$ cat config.mk
export PLATFORM = sky130hd
export DESIGN_NAME = ddpr_stage
export DESIGN_NICKNAME = d
export VERILOG_FILES = /design/src/hdl/ddpr_pkg.sv /design/src/hdl/ddpr_stage.sv
export SDC_FILE = /design/constraint.sdc
export NUM_CORES = 1
export LEC_CHECK = 0
export ABC_AREA = 0
export BUFFER_PORTS_ARGS = -buffer_cell sky130_fd_sc_hd__buf_2
export CORE_MARGIN = 2
export CORE_UTILIZATION = 45
export CTS_CLUSTER_DIAMETER = 50
export DETAILED_ROUTE_END_ITERATION = 8
export MAX_ROUTING_LAYER = met4
export PLACE_DENSITY = 0.81
export SLEW_MARGIN = 20
export SYNTH_ARGS = -nofsm -noshare
export SYNTH_HDL_FRONTEND = slang
export SYNTH_SLANG_ARGS = --single-unit
$ cat constraint.sdc
create_clock -name clk -period 3.3 [get_ports clk]
set_clock_uncertainty 0.1 [all_clocks]
set_input_delay 0.165 -clock clk [delete_from_list [all_inputs] [get_ports clk]]
set_output_delay 0.165 -clock clk [all_outputs]
set_load 0.02 [all_outputs]
$ cat src/hdl/ddpr_pkg.sv
`timescale 1ns / 1ps
// ----------------------------------------------------------------------------
// ddpr_pkg
// Types and constants shared by the differential-drive pose rate pipeline.
// ----------------------------------------------------------------------------
package ddpr_pkg;

  localparam int DATA_W   = 16;
  localparam int CW       = 34;
  localparam int REM_W    = 33;
  localparam int DIV_BITS = 16;
  localparam logic signed [CW-1:0] CORDIC_GAIN = 34'sd652032874;

  localparam logic [0:0] REG_WHEEL_RADIUS = 1'b0;
  localparam logic [0:0] REG_AXLE_LENGTH  = 1'b1;

  typedef struct packed {
    logic signed [DATA_W-1:0] heading;
    logic signed [DATA_W-1:0] left_wheel_speed;
    logic signed [DATA_W-1:0] right_wheel_speed;
  } in_t;

  typedef struct packed {
    logic signed [DATA_W-1:0] x_rate;
    logic signed [DATA_W-1:0] y_rate;
    logic signed [DATA_W-1:0] heading_rate;
    logic                     saturated;
  } out_t;

  typedef struct packed {
    logic signed [CW-1:0]     x;
    logic signed [CW-1:0]     y;
    logic signed [CW-1:0]     z;
    logic                     flip;
    logic signed [DATA_W:0]   sum;
    logic [REM_W-1:0]         rem;
    logic [DIV_BITS-1:0]      quo;
    logic                     neg;
    logic                     nz;
    logic                     big;
  } stage_t;

  function automatic logic [31:0] atan_turn(input logic [4:0] idx);
    logic [31:0] v;
    unique case (idx)
      5'd0:  v = 32'h20000000;
      5'd1:  v = 32'h12E4051E;
      5'd2:  v = 32'h09FB385B;
      5'd3:  v = 32'h051111D4;
      5'd4:  v = 32'h028B0D43;
      5'd5:  v = 32'h0145D7E1;
      5'd6:  v = 32'h00A2F61E;
      5'd7:  v = 32'h00517C55;
      5'd8:  v = 32'h0028BE53;
      5'd9:  v = 32'h00145F2F;
      5'd10: v = 32'h000A2F98;
      5'd11: v = 32'h000517CC;
      5'd12: v = 32'h00028BE6;
      5'd13: v = 32'h000145F3;
      5'd14: v = 32'h0000A2F9;
      5'd15: v = 32'h0000517C;
      5'd16: v = 32'h000028BE;
      5'd17: v = 32'h0000145F;
      5'd18: v = 32'h00000A2F;
      5'd19: v = 32'h00000517;
      5'd20: v = 32'h0000028B;
      5'd21: v = 32'h00000145;
      5'd22: v = 32'h000000A2;
      5'd23: v = 32'h00000051;
      default: v = 32'h0;
    endcase
    return v;
  endfunction

endpackage

$ cat src/hdl/ddpr_stage.sv
`timescale 1ns / 1ps
// ----------------------------------------------------------------------------
// ddpr_stage
// One pipeline stage: a CORDIC rotation step and/or a restoring divide step.
// ----------------------------------------------------------------------------
module ddpr_stage #(
  parameter int IDX           = 0,
  parameter int CORDIC_STAGES = 16
) (
  input  logic             clk,
  input  logic             en,
  input  logic [15:0]      axle_length,
  input  ddpr_pkg::stage_t d,
  output ddpr_pkg::stage_t q_r
);

  ddpr_pkg::stage_t q_nxt;
  logic signed [ddpr_pkg::CW-1:0] dx;
  logic signed [ddpr_pkg::CW-1:0] dy;
  logic signed [ddpr_pkg::CW-1:0] da;
  logic [ddpr_pkg::REM_W-1:0]     dv;

  always_comb begin
    q_nxt = d;
    dx = d.y >>> IDX;
    dy = d.x >>> IDX;
    da = $signed({2'b00, ddpr_pkg::atan_turn(5'(IDX))});
    dv = ddpr_pkg::REM_W'(axle_length) << (ddpr_pkg::DIV_BITS - 1 - IDX);
    if (IDX < CORDIC_STAGES) begin
      if (!d.z[ddpr_pkg::CW-1]) begin
        q_nxt.x = d.x - dx;
        q_nxt.y = d.y + dy;
        q_nxt.z = d.z - da;
      end else begin
        q_nxt.x = d.x + dx;
        q_nxt.y = d.y - dy;
        q_nxt.z = d.z + da;
      end
    end
    if (IDX < ddpr_pkg::DIV_BITS) begin
      if (d.rem >= dv) begin
        q_nxt.rem = d.rem - dv;
        q_nxt.quo = d.quo | (ddpr_pkg::DIV_BITS'(1) << (ddpr_pkg::DIV_BITS - 1 - IDX));
      end
    end
  end

  always_ff @(posedge clk) begin
    if (en) begin
      q_r <= q_nxt;
    end
  end

endmodule

# After elaboration in Yosys (flattened, before gate mapping)
# Cells that the tools add are included.
# classes
muxes	2
n_div	0
addsub	6
shift	0
reduce_logical	0
eq_ne	0
magnitude_cmp	1
mul	0
bitwise	0
# op_table
cell	n
$mux 102	1
$sub 34x34->34	2
$mux 49	1
$add 34x31->34 const B	1
$add 34x34->34	1
$sub 34x31->34 const B	1
$ge 33x31->1	1
$sub 33x31->33	1
# word_totals
mem_count	0
ramBits	0
output_inout_bits	172
register_bits	172
romBits	0
input_bits	190
elab_cells	20
latch_bits	0

# Depth between registers and ports, before layout
# Gate-level depths: netlist of run 1.
# logic_depth
depth_word	2
mapped_depth	14
ltp_nobuf	12

# Least setup slack after synthesis of run 1
# OpenSTA, ideal clock, no wires.
# synth_timing
kind	input-to-reg
from	input port d[104] in the netlist's numbering
to	register q_r[156] in the netlist's numbering (data pin)
required_time_ps	2932
slack_ps	496
setup_ps	268
cell_stages	11
n_path_buf	0
arrival_time_ps	2437
cell_sequence	ha_1 -> fa_1 -> nor2b_1 -> o211ai_2 -> a31oi_1 -> a211o_1 -> o31a_4 -> a21o_1 -> a21oi_1 -> a21oi_1 -> xnor2_1
# synth_rtl
element	line_no	text
start, declared	ddpr_stage.sv:13	input ddpr_pkg::stage_t d,
end signal, assigned	ddpr_stage.sv:50	q_r <= q_nxt;
end, declared	ddpr_stage.sv:14	output ddpr_pkg::stage_t q_r

==> results of run 1 <==
## kinds of logic after synthesis
| logic type | after synthesis | synth area share (%) |
|---|---|---|
| adder cells (fa/ha/maj) | 123 | 13.1 |
| XOR/XNOR | 73 | 5.29 |
| AO/OA/AOI/OAI | 376 | 20.3 |
| AND/OR/NAND/NOR | 304 | 11.8 |
| multiplexers | 14 | 1.18 |
| flip-flops | 171 | 42.5 |
| buffers and inverters | 178 | 5.85 |
## final cells by class
type,instances,share of cell area (%)
Inverter,130,3.00
Clock inverter,15,1.28
Clock buffer,17,2.61
Sequential cell,171,31.6
Tap cell,335,2.58
Antenna cell,3,0.0461
Multi-Input combinational cell,890,38.4
Timing Repair Buffer,530,20.5
## metal layers
layer,share of wire [%],wire length [um]
met1,40,17700
met3,7.7,3360
met4,5.4,2390
met2,47,20500
met5,0,0
## what timing repair did
action | CTS | global route
setup endpoints to repair | 0 | 12
resized for setup | 0 | 2
hold endpoints to repair | 99 | 0
hold buffers | 99 | 0
## per-stage QoR
| stage | hold slack (ns) | utilization, % | setup slack (ns) | instance area (um^2) | power [mW] |
|---|---|---|---|---|---|
| 2_1_floorplan | 0.164 | - | 0.496 | 12100 | 4.26 |
| 3_5_place_dp | 0.243 | 55.8 | 0.00321 | 14600 | 5.20 |
| 4_1_cts | 0.0146 | 62.0 | 0.0451 | 16300 | 7.41 |
| 5_1_grt | 0.0184 | 62.1 | 0.0530 | 16300 | 7.75 |
| 3_3_place_gp | 0.242 | 55.8 | -0.0346 | 14600 | 5.18 |
| 6_report | 0.0337 | 62.1 | 0.189 | 16300 | 7.44 |
## placed cells by master, fill, tap and decap left out, types with 5 or more instances in the layout
cell,netlist,final
fa_1,5,5
o21ai_1,8,8
o31ai_1,9,9
ha_1,118,118
clkbuf_16,0,17
o21a_1,8,8
clkinv_8,0,7
a21o_1,40,40
buf_4,2,69
o211ai_1,9,9
o21bai_1,19,19
xor2_1,15,15
edfxtp_1,171,171
xnor2_1,58,58
nor4_1,7,6
buf_2,18,360
nor3_1,32,32
and3_1,6,5
o21ai_0,75,75
a211oi_1,13,13
dlygate4sd3_1,0,99
a31oi_1,11,11
nand2b_1,15,15
nand4_1,9,9
inv_1,123,123
a21oi_1,125,125
a311oi_1,6,6
nor2_1,104,104
inv_2,6,6
nor2b_1,13,13
or3_1,10,10
nand3_1,16,16
nand2_1,71,71
mux2i_1,12,12
## path summary, 6_finish.rpt
kind | end | slack, ns | from
setup / recovery | q_r[51] | 0.19 | d[35]
hold / removal | q_r[51] | 0.03 | d[51]
## where the power goes
group	internal [mW]	leakage [nW]	total (mW)	switching, mW
logic	0.943	5.46	2.46	1.52
registers	2.74	1.67	2.84	0.107
clock network	1.05	0.303	2.13	1.08
total	4.74	7.44	7.44	2.70
## synth_stat cells, drive strengths merged, types with 8 or more instances
cell and instances:
o21a 8, edfxtp 171, clkbuf 20, a21oi 128, nand4 9, xnor2 58
nor2b 13, nand3 16, or3 11, a21o 40, o21bai 19, o211ai 12
ha 118, inv 129, buf 28, nor2 104, nand2 71, o31ai 9
a211oi 13, nand2b 15, o21ai 84, nor3 32, a31oi 11, mux2i 12
xor2 15
==> metrics.cfg, run 1 <==
[layout]
register_area_um2 = 5130
drive_gt1_share_pct = 28.2
nNetsFinal = 2053
syn2layout_area_growth_pct = 34.7
top_regs = q_r (171)
regMostFlops = q_r
final_cells = 2091
largest_reg_flops = 171
multi_input_area_um2 = 6240
fillers = 2172

[synthesis]
synth_seq_cells = 171
syn_nets = 1552
synth.avg_cell_area_um2 = 9.75
synthFlopType = edfxtp_1
postSynth.asyncResetShare_pct = 0
ys_seq_area_share_pct = 42.5
ys_types = 80
synth_top_area_cell = edfxtp_1
synth_top_area_share_pct = 42.5
syn_area_um2 = 12100
synth-edff-count = 171
netlist_instances = 1239
ys.warnings.count = 0
synth_area_leaders = edfxtp_1, ha_1, a21oi_1

[worst_setup_path]
critPathCaptureType = flop
critPathKind = input port to flop
cp_slowest_cell = dlygate4sd3_1
required_ns = 3.37
path_max_fanout = 3
cp_top_family = compound AO/OA/AOI/OAI gates
critPathArrivalTime_ns = 3.18
cp_cell_sequence = dlygate4sd3_1, buf_2, ha_1, nor2b_1, o21ai_1, a21oi_1, nor4_2, o31ai_1, o41a_1, a221oi_2, o21a_1, mux2_2
cp_num_cells = 12
critPathBufInv = 2
slowest_delay_ns = 0.53
critPathLaunchType = input port

[grt]
first_global_vias = 11300
overflow = 0
antenna_found_initial = 3
grt-busiest-layer = met2
use_met3_pct = 5.36
grt_usage_pct = 31.1
grt_pass1_wl_um = 65300
use_met2_pct = 49.0
grt_max_degree = 65
use_met1_pct = 38.8

[floorplanning]
dieHeight_um = 168
row_count = 59
die_area_um2 = 28200
die_w_um = 168
core-area_um2 = 26200
ioPinCount = 362
start_util_pct = 46.1

[timing]
period_share_pct = 94.3
drv_slew = 0
fmax_ghz = 0.321
tns_ns = 0
rsz0062_at_grt = false
finalHoldViolations = 0
setup_viol = 0
min_period_ns = 3.11
tightest_slew_ns = 0.738
relSlewSlack_pct = 50.4

[clock_network]
root_buffer = clkbuf_16
cts.sinks = 171
cts_setup_buffers = 0
htree_levels = 4
cts_tree = done
numCtsBuffers = 17
clockBufferDepth = 2
clk_pin_slew_ns = 0.06

[worst_hold_path]
worstHoldPathType = input port to flop
min_delay_path_depth = 2

[detailed_routing]
drt_iter0_markers = 1245
routed_via_density = 5.62
wl_per_cell_um = 21.0
vias = 11700
drc = 0
wl_um = 43900
final_antenna_net_count = 0
dr.pass1.iters = 6

[power]
powerDensity_nw_per_um2 = 457
ir_worst_vdd_mv = 0.342
leakagePower_nw = 7.44

[placement]
portBuffers = 361
hpwl_um = 33700
dp_cells = 1957
gp_congestion = 0.995

[run]
drv_cap = 0

[status]
status = finished clean

Note: power is estimated with default switching activity, not from simulation.
==> run 2: changes to the inputs <==
--- a/config.mk
+++ b/config.mk
@@ -11,8 +11,10 @@
 export CORE_UTILIZATION = 45
 export CTS_CLUSTER_DIAMETER = 50
 export DETAILED_ROUTE_END_ITERATION = 8
+export GPL_TIMING_DRIVEN = 0
 export MAX_ROUTING_LAYER = met4
 export PLACE_DENSITY = 0.81
+export RECOVER_POWER = 50
 export SLEW_MARGIN = 20
 export SYNTH_ARGS = -nofsm -noshare
 export SYNTH_HDL_FRONTEND = slang
==> metrics.cfg, run 2 (synthesis results as in run 1) <==
[floorplanning]
dieHeight_um = 168  ; unchanged
ioPinCount = 362  ; unchanged
start_util_pct = 46.1  ; unchanged
die_area_um2 = 28200  ; unchanged
core-area_um2 = 26200  ; unchanged
die_w_um = 168  ; unchanged
row_count = 59  ; unchanged

[layout]
final_cell_mix = buf_2, edfxtp_1, a21oi_1  ; unchanged
multi_input_area_um2 = 6250  ; was 6240 um^2
nNetsFinal = 2029  ; was 2053
final_common_cell = buf_2  ; unchanged
largest_reg_flops = 171  ; unchanged
top_regs = q_r (171)  ; unchanged
design_area_um2 = 15900  ; was 16300 um^2
fillers = 2213  ; was 2172
regMostFlops = q_r  ; unchanged
register_area_um2 = 5130  ; unchanged
drive_gt1_share_pct = 24.3  ; was 28.2%
syn2layout_area_growth_pct = 31.8  ; was 34.7%

[detailed_routing]
wl_per_cell_um = 22.1  ; was 21.0 um
dr_wl_met2_um = 21700  ; was 20500 um
drc = 0  ; unchanged
vias = 11700  ; about the same
final_antenna_net_count = 0  ; unchanged
met3_wirelength_um = 3330  ; was 3360 um
top_layer_used = met4  ; unchanged
wl_um = 45800  ; was 43900 um
dr.pass1.iters = 7  ; was 6
routed_via_density = 5.67  ; was 5.62
wirelength_met1_um = 18500  ; was 17700 um
drt_iter0_markers = 1296  ; was 1245

[timing]
fmax_ghz = 0.320  ; was 0.321 GHz
tightest_slew_ns = 1.72  ; was 0.738 ns
relSlewSlack_pct = -14.6  ; was 50.4%
rsz0062_at_grt = false  ; unchanged
finalHoldViolations = 0  ; unchanged
holdWs_ns = 0.0410  ; was 0.0337 ns
period_share_pct = 94.6  ; was 94.3%
drv_slew = 66  ; was 0
setup_viol = 0  ; unchanged
min_period_ns = 3.12  ; was 3.11 ns

[placement]
placed_area_um2 = 14300  ; was 14600 um^2
portBuffers = 360  ; was 361
gp_congestion = 0.975  ; was 0.995
hpwl_um = 34700  ; was 33700 um

[worst_setup_path]
cp_top_family = compound AO/OA/AOI/OAI gates  ; unchanged
cp_slowest_cell = dlygate4sd3_1  ; unchanged
critPathKind = input port to flop  ; unchanged
cp_num_cells = 12  ; unchanged
path_max_fanout = 3  ; unchanged
cp_cell_sequence = dlygate4sd3_1, buf_2, ha_1, nor2b_1, o21ai_1, a21oi_1, nor4_2, o31ai_1, o41a_1, a221oi_2, o21a_1, mux2_2  ; unchanged
critPathCaptureType = flop  ; unchanged
critPathArrivalTime_ns = 3.21  ; was 3.18 ns
critPathBufInv = 2  ; unchanged
required_ns = 3.39  ; was 3.37 ns
critPathLaunchType = input port  ; unchanged
slowest_delay_ns = 0.54  ; was 0.53 ns

[worst_hold_path]
worstHoldPathType = input port to flop  ; unchanged
min_delay_path_depth = 2  ; unchanged

[power]
powerDensity_nw_per_um2 = 465  ; was 457 nW/um^2
ir_worst_vdd_mv = 0.347  ; was 0.342 mV
leakagePower_nw = 7.14  ; was 7.44 nW

[grt]
antenna_found_initial = 5  ; was 3
first_global_vias = 11100  ; was 11300
grt_usage_pct = 32.3  ; was 31.1%
grt_pass1_wl_um = 66900  ; was 65300 um
overflow = 0  ; unchanged
grt_max_degree = 108  ; was 65

[run]
drv_cap = 1  ; was 0

[status]
status = complete, but fails checks  ; was finished clean
violations = capacitance limit, slew limit

[clock_network]
htree_levels = 4  ; unchanged
clockBufferDepth = 2  ; unchanged
numCtsBuffers = 17  ; unchanged
clk_pin_slew_ns = 0.08  ; was 0.06 ns
cts.sinks = 171  ; unchanged
cts_setup_buffers = 0  ; unchanged
cts_tree = done  ; unchanged
root_buffer = clkbuf_16  ; unchanged

[run 2: changes by cell type in the layout (fill, tap and decap cells not counted), sizes merged]
cell         previous run  this run
buf                   431       358
diode                   3         5
dlygate4sd3            99        98
clkbuf                 17        67
[run 2: what timing repair did]
action	4_1_cts	5_1_grt
resized for setup	0	5
hold buffers	98	0
hold endpoints to repair	98	0
endpoints found under the setup margin	0	17
[run 2: final timing paths]
kind | start | to
max | d[35] | q_r[51]
min | d[100] | q_r[100]
[run 2: cell type report]
type | instances | area share (%)
Multi-Input combinational cell | 890 | 39.3
Sequential cell | 171 | 32.3
Timing Repair Buffer | 459 | 17.3
Inverter | 130 | 3.07
Clock buffer | 17 | 2.67
Tap cell | 335 | 2.63
Buffer | 47 | 1.37
Clock inverter | 15 | 1.31
Antenna cell | 5 | 0.0786
[run 2: metrics by stage]
stage | power [mW] | cells | setup TNS [ns] | worst slack (ns) | utilization, %
CTS | 7.37 | 2065 | 0 | 0.0862 | 60.9
finish | 7.40 | 2069 | 0 | 0.178 | 60.7
global placement | 5.12 | 1934 | -31.44 | -0.332 | 54.6
global route | 7.67 | 2069 | 0 | 0.0388 | 60.7
detailed placement | 5.14 | 1935 | -2.22 | -0.362 | 54.7
floorplan | 4.26 | 1239 | 0 | 0.496 | -
[run 2: metal layers]
layer | track usage [%] | up-vias
met2 | 52.2 | 624
met3 | 5.67 | 100
met1 | 39.7 | 5596
met5 | - | -
li1 | - | 5420
met4 | 15.1 | 0
[run 2: report_power, final]
part           internal [mW]  total [mW]  switching (mW)  leakage, nW
clock network           1.06        2.16            1.10        0.303
registers               2.74        2.83          0.0929         1.67
logic                  0.858        2.41            1.55         5.16
